## config.mk

```make
export PLATFORM = sky130hd
export DESIGN_NAME = lfza_zone_check
export DESIGN_NICKNAME = d
export VERILOG_FILES = /design/src/rtl/core/assert_macros.svh /design/src/rtl/core/lfza_pkg.sv /design/src/rtl/core/lfza_zone_check.sv
export SDC_FILE = /design/constraint.sdc
export NUM_CORES = 1
export LEC_CHECK = 0
export ABC_CLOCK_PERIOD_IN_PS = 8650
export BUFFER_PORTS_ARGS = -buffer_cell sky130_fd_sc_hd__buf_2
export CAP_MARGIN = 20
export CELL_PAD_IN_SITES_DETAIL_PLACEMENT = 0
export CELL_PAD_IN_SITES_GLOBAL_PLACEMENT = 2
export CORE_UTILIZATION = 31
export DETAILED_ROUTE_END_ITERATION = 16
export HOLD_SLACK_MARGIN = 0.15
export PLACE_DENSITY_LB_ADDON = 0.1
export SYNTH_ARGS = -nofsm -noshare
export SYNTH_HDL_FRONTEND = slang
export SYNTH_SLANG_ARGS = --single-unit
```

## constraint.sdc

```tcl
create_clock -name clock -period 8.65 [get_ports clock]
set_input_delay 0.4325 -clock clock [delete_from_list [all_inputs] [get_ports clock]]
set_output_delay 0.4325 -clock clock [all_outputs]
set_load 0.05 [all_outputs]
```

## src/rtl/core/assert_macros.svh

```systemverilog
// assertion macros shared by the front zone alarm rtl
// no dependencies; taken in by `include where checks are written
`ifndef ASSERT_MACROS_SVH
`define ASSERT_MACROS_SVH

// same-cycle implication, ignored while reset is high
`define LFZA_ASSERT_IMPLY(label, clk, rst, ante, cons) \
   label: assert property (@(posedge clk) disable iff (rst) (ante) |-> (cons)) \
      else $error("%m: implication check failed");

// next-cycle implication, ignored while reset is high
`define LFZA_ASSERT_NEXT(label, clk, rst, ante, cons) \
   label: assert property (@(posedge clk) disable iff (rst) (ante) |=> (cons)) \
      else $error("%m: next-cycle check failed");

`endif

```

## src/rtl/core/lfza_pkg.sv

```systemverilog
// package for the lidar front zone alarm: widths, codes, reset values, stage type
// no dependencies
package lfza_pkg;

   // word field widths
   localparam int IDX_W   = 10;
   localparam int RANGE_W = 16;
   localparam int TRIG_W  = 16;
   localparam int CSR_W   = 16;
   localparam int CSR_INDEX_W = 1;

   // trig values are Q1.14, limits are widened by this many bits
   localparam int TRIG_FRAC = 14;

   // signed product of an unsigned range and a signed trig value
   localparam int PROD_W = RANGE_W + 1 + TRIG_W;

   localparam int SCAN_POINTS_DEFAULT = 1024;

   // request type codes
   localparam logic REQ_LOAD   = 1'b0;
   localparam logic REQ_SAMPLE = 1'b1;

   // register indexes
   localparam logic [CSR_INDEX_W-1:0] CSR_SAFE_DISTANCE = 1'b0;
   localparam logic [CSR_INDEX_W-1:0] CSR_HALF_WIDTH    = 1'b1;

   // register reset values, Q6.10 metres
   localparam logic [CSR_W-1:0] SAFE_DISTANCE_RESET = 16'd512;
   localparam logic [CSR_W-1:0] HALF_WIDTH_RESET    = 16'd256;

   // control travelling with a sample down the pipe
   typedef struct packed {
      logic valid;
      logic in_range;
      logic last;
   } lfza_stage_type;

endpackage

```

## src/rtl/core/lfza_zone_check.sv

```systemverilog
// zone check: box test, scan hit state, limit registers and result register
// depends on lfza_pkg
module lfza_zone_check (
   input  logic                               clock,
   input  logic                               reset,
   input  logic                               csr_write,
   input  logic [lfza_pkg::CSR_INDEX_W-1:0]   csr_index,
   input  logic [lfza_pkg::CSR_W-1:0]         csr_data,
   input  lfza_pkg::lfza_stage_type           s2_stage,
   input  logic signed [lfza_pkg::PROD_W-1:0] s2_x,
   input  logic signed [lfza_pkg::PROD_W-1:0] s2_y,
   output logic                               up_ready,
   output logic                               rsp_valid,
   input  logic                               rsp_ready,
   output logic                               rsp_alarm_any,
   output logic                               rsp_alarm_left,
   output logic                               rsp_alarm_right
);
   import lfza_pkg::*;

   logic [CSR_W-1:0]         safe_distance_ff, half_width_ff;
   logic                     hit_seen_ff, hit_left_ff;
   logic                     rsp_valid_ff, rsp_valid_in;
   logic                     any_ff, left_ff, right_ff;
   logic signed [PROD_W-1:0] lim_x, lim_y, neg_lim_y;
   logic                     out_free, take, hit;
   logic                     seen_new, left_new;

   // limit registers
   always_ff @(posedge clock) begin
      if (reset) begin
         safe_distance_ff <= SAFE_DISTANCE_RESET;
         half_width_ff    <= HALF_WIDTH_RESET;
      end else if (csr_write) begin
         if (csr_index == CSR_SAFE_DISTANCE) begin
            safe_distance_ff <= csr_data;
         end else begin
            half_width_ff <= csr_data;
         end
      end
   end

   // limits widened to the product scale
   assign lim_x     = $signed(PROD_W'({safe_distance_ff, {TRIG_FRAC{1'b0}}}));
   assign lim_y     = $signed(PROD_W'({half_width_ff, {TRIG_FRAC{1'b0}}}));
   assign neg_lim_y = -lim_y;

   // a word with no result always passes; a scan end needs the result register
   assign out_free = !rsp_valid_ff || rsp_ready;
   assign up_ready = !s2_stage.last || out_free;
   assign take     = s2_stage.valid && up_ready;

   // box test, strict on every side
   assign hit = s2_stage.in_range && !s2_x[PROD_W-1] && (s2_x != '0) &&
                (s2_x < lim_x) && (s2_y > neg_lim_y) && (s2_y < lim_y);

   // latest hit decides the side
   assign seen_new = hit_seen_ff || hit;
   assign left_new = hit ? !s2_y[PROD_W-1] : hit_left_ff;

   always_ff @(posedge clock) begin
      if (reset) begin
         hit_seen_ff <= 1'b0;
         hit_left_ff <= 1'b0;
      end else if (take) begin
         if (s2_stage.last) begin
            hit_seen_ff <= 1'b0;
            hit_left_ff <= 1'b0;
         end else begin
            hit_seen_ff <= seen_new;
            hit_left_ff <= left_new;
         end
      end
   end

   // result register
   always_comb begin
      rsp_valid_in = rsp_valid_ff;
      priority if (take && s2_stage.last) begin
         rsp_valid_in = 1'b1;
      end else if (rsp_ready) begin
         rsp_valid_in = 1'b0;
      end
   end

   always_ff @(posedge clock) begin
      if (reset) begin
         rsp_valid_ff <= 1'b0;
      end else begin
         rsp_valid_ff <= rsp_valid_in;
      end
   end

   always_ff @(posedge clock) begin
      if (take && s2_stage.last) begin
         any_ff   <= seen_new;
         left_ff  <= seen_new && left_new;
         right_ff <= seen_new && !left_new;
      end
   end

   assign rsp_valid       = rsp_valid_ff;
   assign rsp_alarm_any   = any_ff;
   assign rsp_alarm_left  = left_ff;
   assign rsp_alarm_right = right_ff;

endmodule

```

==> metrics.csv, run 1 <==
stage,metric,value,unit
outcome,status,"complete, no violations",
layout,layout.nets,619,
route,drt-total-wl,7.69,mm
yosys,yosys_warnings,0,
yosys,synthTopCellsByArea,"dfxtp_1, ha_1, nand2_1",
route,vias,2915,
power,leakage,1.59,nW
timing,hold_viol_final,0,
placed_design,port_buffers,94,
placed_design,pre_cts_ws,4.97,ns
cts,cts_buffer_depth,2,
floorplanning,fp.dieArea,9950,sq um
cts,postCtsHoldBufs,0,
power,p_clk_share,28.6,%
route,viasPerCell,4.79,
layout,final_core_utilization,39.6,%
layout,antenna_cells,0,
global_route,grt.total_usage,15.7,%
timing,period_share,41.0,%
cts,numCtsBuffers,5,
global_route,first_global_vias,2699,
route,dr.pass1.iters,4,
timing,fin_ws,5.11,ns
worst_setup_path,cp_max_fo,8,
worst_setup_path,path_class,reg2reg,
cts,cts_tree,done,
global_route,grt-ovfl-total,0,
global_route,antenna_found_initial,0,
yosys,synth_most_common_cell,nand2_1,
cts,root_buffer,clkbuf_8,
timing,rsz0062_at_grt,no,
route,drc,0,
power,p_per_area,122,nW/um^2
timing,tns,0,ns
floorplanning,io_pins,95,
floorplanning,die_h,99.7,um
cts,htreeDepth,2,
timing,worst_pin_slew,0.686,ns
route,wl_per_cell,12.7,um
timing,post-route-min-period,3.54,ns
floorplanning,initial_core_util,32.1,%
yosys,ys.flop_type,dfxtp_1,
floorplanning,row_count,35,
worst_setup_path,cp-start-kind,flip-flop,
power,power_frac_comb,28.5,%
power,seq_power_share,42.9,%
cts,post-cts-setup-buffers,0,
floorplanning,coreArea,9240,sq um
route,antenna_left,0,
yosys,syn_avg_cell_area,7.67,sq um
global_route,grt_pass1_wl,12.4,mm
worst_setup_path,crit_path_end_kind,flip-flop,
yosys,ys_ff_latch,38,
placed_design,dp_hpwl,6.52,mm
yosys,syn_inst,386,
yosys,synth_edf_count,3,
layout,drive_gt1_share,22.8,%
yosys,synthTopCellsByCount,"nand2_1, a21oi_1, ha_1",
yosys,async_flop_share,0,%
cts,path_clk_slew,0.08,ns
power,switching_share,31.1,%
yosys,ys_seq_area_share,26.7,%
timing,max-slew-margin-rel,54.2,%
cts,clk_latency,0.29,ns
timing,fin_worst_skew,0.0112,ns
timing,hold_slack,0.373,ns
worst_hold_path,hold_class,in2reg,
route,drt_iter0_drc,101,
power,internal_power,307,uW
floorplanning,die_w,99.7,um
cts,cts_sinks,38,
flow_run,cap_violations,0,
yosys,ys_types,42,
yosys,synth_area,2960,sq um
yosys,synth_top_area_share,23.7,%
power,finalPower,446,uW
timing,finalMaxSlewViolations,0,
layout,syn2layout_area_growth,23.4,%
timing,fmax,0.282,GHz
power,vdd_drop_max,58.9,uV
yosys,syn-num-nets,527,
cts,cts_resized,0,
worst_setup_path,required,8.84,ns
worst_setup_path,critPathArrivalTime,3.73,ns
placed_design,gp_congestion,0.788,
power,switchingPower,139,uW
worst_setup_path,ff2ff_setup_slack,5.11,ns
timing,setup_viol,0,
global_route,grt_start_max_net_pins,37,
yosys,yosysTopAreaCell,dfxtp_1,
layout,fill_cells,1003,
[sequential cells by signal (all words and copies together) (netlist names)]
signal / flops
half_width_ff: 16
safe_distance_ff: 16
hit_left_ff: 1
hit_seen_ff: 1
rsp_alarm_any: 1
rsp_alarm_left: 1
rsp_alarm_right: 1
rsp_valid: 1
[routing by layer]
layer  GRT usage (%)  share of wire, %
met4            2.38              0.45
met1            20.5                48
met2            27.2                47
met5               0                 0
met3            3.02               4.2
[worst max-delay path: stages, from the launching register on]
cell and delay, ns:
dfxtp_1 0.36, nor4_2 0.37, and3_2 0.25, nand2_2 0.07, or4_4 0.47, nor3_1 0.21, ha_1 0.18, nand2b_1 0.15
nand4b_1 0.11, a221oi_1 0.37, o211ai_1 0.21, nor4_4 0.34, nor2_1 0.09, a311o_1 0.27
[placed cells by master (no fill, tap or decap), drive strengths merged, types with 7 or more instances in the layout]
cell	instances
nor4	14
nand3	12
nor2	14
nand2	83
nand2b	8
ha	51
xnor2	11
buf	95
inv	37
a21oi	51
dfxtp	35
o21ai	9
clkbuf	7
[metrics by stage]
stage	instances	cell area, sq um
final	608	3650
after global routing	608	3650
after CTS	608	3650
after detailed placement	600	3560
after global placement	600	3560
after floorplan	386	2960
[power groups by stage]
| stage | Clock (mW) | Sequential [mW] | Combinational (mW) |
|---|---|---|---|
| floorplan | 0 | 0.197 | 0.0795 |
| global placement | 0 | 0.195 | 0.127 |
| detailed placement | 0 | 0.196 | 0.128 |
| CTS | 0.129 | 0.191 | 0.129 |
| global route | 0.136 | 0.193 | 0.148 |
| finish | 0.127 | 0.191 | 0.127 |
[logic make-up after synthesis]
logic type                 Yosys count  share of synthesized area, %
AOI/OAI and AO/OA                   80                          15.6
DFF                                 38                          26.7
xor gates and xnor gates            12                          3.55
and+or+nand+nor                    158                          26.6
adders and majority gates           51                          21.5
buffers and inverters               47                          5.96
[cell type report]
class                           instances  area, sq um  area share, %
Timing Repair Buffer                   95          478           13.1
Sequential cell                        38          791           21.6
Tap cell                              129          161           4.42
Clock inverter                          1         5.00          0.137
Multi-Input combinational cell        301         1990           54.6
Inverter                               37          139           3.80
Clock buffer                            7         86.3           2.36
[final timing paths]
kind	startpoint	depth (start not counted)	end
worst min register to register	safe_distance_ff[3]$_SDFFE_PP0P_	2	safe_distance_ff[3]$_SDFFE_PP0P_
worst min-delay path	csr_data[9]	2	safe_distance_ff[9]$_SDFFE_PP1P_
worst max-delay path	half_width_ff[2]$_SDFFE_PP0P_	13	hit_left_ff$_SDFFE_PP0P_
worst max register to register	half_width_ff[2]$_SDFFE_PP0P_	13	hit_left_ff$_SDFFE_PP0P_
(Power assumes the default switching activity.)
==> inputs of run 2 (changes only) <==
--- a/config.mk
+++ b/config.mk
@@ -5,12 +5,13 @@
 export SDC_FILE = /design/constraint.sdc
 export NUM_CORES = 1
 export LEC_CHECK = 0
-export ABC_CLOCK_PERIOD_IN_PS = 8650
+export ABC_AREA = 1
+export ABC_CLOCK_PERIOD_IN_PS = 3600
 export BUFFER_PORTS_ARGS = -buffer_cell sky130_fd_sc_hd__buf_2
 export CAP_MARGIN = 20
 export CELL_PAD_IN_SITES_DETAIL_PLACEMENT = 0
 export CELL_PAD_IN_SITES_GLOBAL_PLACEMENT = 2
-export CORE_UTILIZATION = 31
+export CORE_UTILIZATION = 28
 export DETAILED_ROUTE_END_ITERATION = 16
 export HOLD_SLACK_MARGIN = 0.15
 export PLACE_DENSITY_LB_ADDON = 0.1
==> constraint.sdc (replaced) <==
create_clock -name clock -period 3.6 [get_ports clock]
set_input_delay 0.18 -clock clock [delete_from_list [all_inputs] [get_ports clock]]
set_output_delay 0.18 -clock clock [all_outputs]
set_load 0.05 [all_outputs]
==> metrics.csv, run 2 <==
stage,metric,value,unit
outcome,status,"complete, no violations",
yosys,synth_top_area_share,22.2,%
layout,antenna_cells,0,
yosys,synth_area,3160,sq um
global_route,grt-ovfl-total,0,
yosys,ys_seq_area_share,25.1,%
global_route,grt.total_usage,14.6,%
placed_design,gp_congestion,0.813,
yosys,synthTopCellsByCount,"nand2_1, inv_1, nor2_1",
route,wl_per_cell,11.8,um
timing,period_share,88.8,%
worst_setup_path,path_class,reg2reg,
worst_setup_path,required,3.64,ns
yosys,synth_edf_count,3,
floorplanning,io_pins,95,
timing,setup_viol,0,
worst_setup_path,r2r-start,half_width_ff[0]$_SDFFE_PP0P_,
floorplanning,initial_core_util,29.0,%
route,viasPerCell,4.42,
layout,final_cell_mix,"buf_2, nand2_1, inv_1, nor2_1, ha_1",
cts,numCtsBuffers,5,
worst_setup_path,critPathArrivalTime,3.23,ns
power,switchingPower,363,uW
cts,cts_tree,done,
global_route,antenna_found_initial,0,
timing,fmax,0.313,GHz
yosys,synthSimpleGateAreaFrac,27.0,%
yosys,synth_top_family_by_area,simple AND/OR/NAND/NOR gates,
layout,drive_gt1_share,21.7,%
floorplanning,coreArea,10900,sq um
route,vias,3063,
timing,post-route-min-period,3.20,ns
power,leakage,1.98,nW
global_route,grt_start_max_net_pins,35,
worst_hold_path,hold_class,in2reg,
cts,root_buffer,clkbuf_8,
timing,tns,0,ns
timing,rsz0062_at_grt,no,
floorplanning,row_count,38,
cts,path_clk_slew,0.07,ns
yosys,ys_types,30,
cts,cts_buffer_depth,2,
power,internal_power,755,uW
timing,hold_viol_final,0,
worst_setup_path,slowest_stage,dfxtp_1,
floorplanning,die_h,108,um
worst_hold_path,holdCritStartpoint,csr_data[8],
placed_design,port_buffers,94,
worst_setup_path,path_depth,23,
cts,clk_latency,0.28,ns
layout,final_cells,693,
placed_design,dp.cells,683,
timing,fin_ws,0.403,ns
yosys,synth_fa_ha_area_share,20.2,%
yosys,async_flop_share,0,%
placed_design,pre_cts_ws,0.370,ns
layout,syn2layout_area_growth,23.4,%
worst_setup_path,crit_family,simple AND/OR/NAND/NOR gates,
worst_hold_path,hold_path_depth,3,
worst_setup_path,cp-start-kind,flip-flop,
global_route,first_global_vias,2906,
layout,final_core_utilization,35.8,%
yosys,ys_ff_latch,38,
route,drc,0,
layout,reg_top3,"half_width_ff: 16 flops, safe_distance_ff: 16 flops",
timing,worst_pin_slew,0.890,ns
worst_setup_path,startpoint,half_width_ff[0]$_SDFFE_PP0P_,
power,p_clk_share,25.9,%
layout,final_common_cell,buf_2,
worst_setup_path,crit_path_end_kind,flip-flop,
worst_setup_path,max_stage_delay,0.34,ns
timing,max-slew-margin-rel,40.5,%
yosys,synthTopCellsByArea,"dfxtp_1, ha_1, nand2_1",
global_route,grt_pass1_wl,13.5,mm
timing,finalMaxSlewViolations,0,
yosys,yosys_warnings,0,
worst_setup_path,ff2ff_path_depth,23,
yosys,syn-num-nets,599,
placed_design,dp_hpwl,7.05,mm
floorplanning,die_w,108,um
yosys,muxShareOfSynthArea,0,%
cts,cts_sinks,38,
power,p_per_area,287,nW/um^2
yosys,syn_inst,458,
route,dr.pass1.iters,4,
route,drt-total-wl,8.20,mm
yosys,syn_avg_cell_area,6.89,sq um
power,vdd_drop_max,105,uV
worst_setup_path,crit_top_cell,nand2_1,
worst_setup_path,path_cells,inv_1 > ha_1 > nand2_2 > nor4_4 > nand3_2 > inv_2 > nand3_2 > nor2_2 > nand2_1 > xor2_1 > ha_1 > nand2_1 > nor2_1 > and2_1 > nand2_1 > nor2_1 > nor2_1 > nand2_1 > nand2_1 > nand3_1 > inv_1 > nor2_2 > a21oi_1,
cts,post-cts-setup-buffers,0,
power,power_frac_comb,32.4,%
yosys,synth-xor-area-share,3.89,%
yosys,ys.flop_type,dfxtp_1,
worst_setup_path,cp_max_fo,4,
route,drt_iter0_drc,131,
cts,htreeDepth,2,
power,seq_power_share,41.8,%
worst_setup_path,worst-path-buf-inv,3,
yosys,synth_most_common_cell,nand2_1,
route,antenna_left,0,
yosys,yosysTopAreaCell,dfxtp_1,
power,switching_share,32.5,%
floorplanning,fp.dieArea,11700,sq um
yosys,synth_compound_area_share,14.5,%
flow_run,cap_violations,0,
timing,fin_worst_skew,0.00736,ns
layout,layout.nets,694,
## run 2: worst min-delay path: stages
cell     delay [ns]
buf_2          0.09
o21ai_0        0.07
a21oi_1        0.10
## run 2: final timing paths
| kind | to | slack [ns] |
|---|---|---|
| max | rsp_alarm_right$_DFFE_PP_ | 0.40 |
| min reg2reg | safe_distance_ff[14]$_SDFFE_PP0P_ | 0.46 |
| max reg2reg | rsp_alarm_right$_DFFE_PP_ | 0.40 |
| min | safe_distance_ff[8]$_SDFFE_PP0P_ | 0.19 |
## run 2: stage by stage
stage	instance area, sq um	total power, mW	hold slack, ns
floorplan	3160	0.713	0.242
global placement	3770	0.835	0.364
detailed placement	3770	0.840	0.367
CTS	3880	1.14	0.184
global route	3890	1.22	0.203
finish	3890	1.12	0.195
## run 2: logic make-up (layout without fill, tap and decap cells)
group           after synthesis  after routing
compound gates               87             87
simple gates                190            190
buf+inv                      78            173
flops                        38             38
xor+xnor                     14             14
fa+ha+maj                    51             51
## run 2: timing repair
action | CTS | global route
hold buffers | 3 | 0
endpoints found under the setup margin | 0 | 3
hold endpoints to repair | 3 | 0
gates resized for setup | 0 | 1
## run 2: area by class of cell
type,instances,area [sq um]
Clock buffer,7,86.3
Timing Repair Buffer,97,500
Sequential cell,38,791
Inverter,69,259
Multi-Input combinational cell,342,2080
Fill cell,1198,7000
Tap cell,140,175
## run 2: layer usage
metal / track usage [%] / vias up / share of wire, %
met5: 0 / - / 0
met4: 3.82 / 0 / 1.1
met3: 1.99 / 6 / 4.8
met2: 24.4 / 76 / 44
met1: 19.6 / 1309 / 50
li1: - / 1672 / -
## run 2: power by group through the flow
stage | combinational, mW | sequential [mW] | clock, mW
2_1_floorplan | 0.234 | 0.479 | 0
3_3_place_gp | 0.359 | 0.476 | 0
3_5_place_dp | 0.364 | 0.476 | 0
4_1_cts | 0.368 | 0.466 | 0.304
5_1_grt | 0.428 | 0.470 | 0.317
6_report | 0.362 | 0.467 | 0.289
==> inputs of run 3 (changes only) <==
--- a/config.mk
+++ b/config.mk
@@ -11,9 +11,11 @@
 export CAP_MARGIN = 20
 export CELL_PAD_IN_SITES_DETAIL_PLACEMENT = 0
 export CELL_PAD_IN_SITES_GLOBAL_PLACEMENT = 2
+export CORE_ASPECT_RATIO = 1.2
 export CORE_UTILIZATION = 28
 export DETAILED_ROUTE_END_ITERATION = 16
 export HOLD_SLACK_MARGIN = 0.15
+export MAX_ROUTING_LAYER = met4
 export PLACE_DENSITY_LB_ADDON = 0.1
 export SYNTH_ARGS = -nofsm -noshare
 export SYNTH_HDL_FRONTEND = slang
==> metrics.csv, run 3 (synthesized netlist as in run 2, its figures left out) <==
stage,metric,value,unit
route,drt_iter0_drc,82,
worst_setup_path,crit_path_end_kind,flip-flop,
layout,final_core_utilization,35.8,%
route,dr.pass1.iters,4,
layout,final_cell_mix,"buf_2, nand2_1, inv_1, nor2_1, ha_1",
global_route,grt-ovfl-total,0,
layout,antenna_cells,0,
timing,rsz0062_at_grt,no,
power,p_clk_share,33.8,%
timing,max-slew-margin-rel,41.6,%
global_route,first_global_vias,3002,
floorplanning,die_w,98.9,um
floorplanning,fp.dieArea,11700,sq um
floorplanning,coreArea,11000,sq um
layout,syn2layout_area_growth,24.5,%
floorplanning,die_h,118,um
cts,cts_sinks,38,
layout,fill_cells,1216,
layout,layout.nets,693,
route,drc,0,
route,viasPerCell,4.44,
power,internal_power,875,uW
timing,fin_worst_skew,0.00338,ns
timing,period_share,89.0,%
timing,post-route-min-period,3.20,ns
cts,cts_tree,done,
power,power_frac_comb,28.9,%
worst_setup_path,cp-start-kind,flip-flop,
global_route,grt_pass1_wl,13.7,mm
placed_design,dp_hpwl,7.02,mm
route,antenna_left,0,
timing,tns,0,ns
layout,final_cells,684,
power,leakage,2.00,nW
worst_hold_path,hold_class,in2reg,
worst_setup_path,crit_top_cell,nand2_1,
cts,clk_latency,0.28,ns
timing,fmax,0.312,GHz
layout,final_common_cell,buf_2,
worst_setup_path,required,3.62,ns
worst_setup_path,crit_family,simple AND/OR/NAND/NOR gates,
worst_setup_path,max_stage_delay,0.34,ns
floorplanning,row_count,42,
placed_design,gp_congestion,0.801,
cts,root_buffer,clkbuf_16,
layout,multi_input_area,2080,sq um
layout,drive_gt1_share,21.7,%
power,vdd_drop_max,145,uV
worst_setup_path,path_cells,inv_1 > ha_1 > nand2_2 > nor4_4 > nand3_2 > inv_2 > nand3_2 > nor2_2 > nand2_1 > xor2_1 > ha_1 > nand2_1 > nor2_1 > and2_1 > nand2_1 > nor2_1 > nor2_1 > nand2_1 > nand2_1 > nand3_1 > inv_1 > nor2_2 > a21oi_1,
worst_setup_path,worst-path-buf-inv,3,
cts,numCtsBuffers,5,
worst_setup_path,path_class,reg2reg,
timing,hold_viol_final,0,
timing,worst_pin_slew,0.875,ns
global_route,grt.total_usage,15.0,%
global_route,grt_start_max_net_pins,35,
route,vias,3037,
flow_run,cap_violations,0,
power,seq_power_share,37.3,%
layout,reg_top3,"half_width_ff: 16 flops, safe_distance_ff: 16 flops",
power,p_per_area,319,nW/um^2
global_route,antenna_found_initial,0,
cts,post-cts-setup-buffers,0,
route,drt-total-wl,8.08,mm
cts,path_clk_slew,0.05,ns
placed_design,port_buffers,94,
floorplanning,io_pins,95,
power,switching_share,30.2,%
floorplanning,initial_core_util,28.7,%
timing,finalMaxSlewViolations,0,
cts,cts_buffer_depth,2,
layout,seqCellArea,791,sq um
placed_design,dp.cells,675,
outcome,status,"complete, no violations",
worst_setup_path,slowest_stage,dfxtp_1,
worst_setup_path,cp_max_fo,4,
power,switchingPower,378,uW
worst_setup_path,critPathArrivalTime,3.23,ns
cts,htreeDepth,2,
timing,setup_viol,0,
route,wl_per_cell,11.8,um
==> run 3: cell count changes in the layout (fill, tap and decap cells not counted) <==
cell and change:
clkbuf_16 +5, clkbuf_8 -5, dlygate4sd3_1 -1
==> run 3: repair_timing <==
| action | 4_1_cts | 5_1_grt |
|---|---|---|
| resized for setup | 0 | 1 |
| hold buffers | 2 | 0 |
| endpoints found under the setup margin | 0 | 3 |
| endpoints found under the hold margin | 2 | 0 |
==> run 3: metal layers <==
layer  routed length (um)  vias to the layer above  track usage, %
li1                     -                     1671               -
met1                 3840                     1286            18.5
met2                 3830                       71            25.4
met3                  281                        9            1.48
met4                  131                        0            5.04
met5                    0                        -               -
==> run 3: worst register-to-register path: stages, from the launching register on <==
cell and delay (ns):
dfxtp_1 0.34, inv_1 0.12, ha_1 0.22, nand2_2 0.09, nor4_4 0.18, nand3_2 0.14, inv_2 0.07, nand3_2 0.10
nor2_2 0.13, nand2_1 0.07, xor2_1 0.14, ha_1 0.29, nand2_1 0.05, nor2_1 0.13, and2_1 0.14, nand2_1 0.05
nor2_1 0.10, nor2_1 0.05, nand2_1 0.05, nand2_1 0.09, nand3_1 0.13, inv_1 0.06, nor2_2 0.14, a21oi_1 0.06
==> run 3: worst paths after layout <==
check,from,cells past startpoint,end,slack (ns)
setup / recovery,half_width_ff[0]$_SDFFE_PP0P_,23,rsp_alarm_right$_DFFE_PP_,0.40
setup reg to reg,half_width_ff[0]$_SDFFE_PP0P_,23,rsp_alarm_right$_DFFE_PP_,0.40
hold / removal,csr_data[0],3,safe_distance_ff[0]$_SDFFE_PP0P_,0.17
hold reg to reg,safe_distance_ff[4]$_SDFFE_PP0P_,2,safe_distance_ff[4]$_SDFFE_PP0P_,0.46
==> run 3: per-stage QoR <==
step	total power [mW]	area, sq um	hold WS (ns)	worst slack, ns
2_1_floorplan	0.713	3160	0.242	0.701
3_3_place_gp	0.835	3760	0.354	0.417
3_5_place_dp	0.841	3760	0.359	0.311
4_1_cts	1.28	3920	0.166	0.300
5_1_grt	1.35	3930	0.186	0.00467
6_report	1.25	3930	0.170	0.396
==> run 3: area by class of cell <==
| class | count | share of cell area (%) |
|---|---|---|
| clock buffers | 7 | 3.63 |
| multi-input cells | 342 | 53.0 |
| flip-flops and latches | 38 | 20.1 |
| well taps | 132 | 4.20 |
| inverters | 69 | 6.59 |
| repair buffers | 96 | 12.5 |
==> run 3: power groups by stage <==
stage / Clock, mW / Sequential [mW] / Combinational (mW)
4_1_cts: 0.440 / 0.467 / 0.369
6_report: 0.424 / 0.467 / 0.362
3_5_place_dp: 0 / 0.476 / 0.366
5_1_grt: 0.452 / 0.470 / 0.429
2_1_floorplan: 0 / 0.479 / 0.234
3_3_place_gp: 0 / 0.476 / 0.359
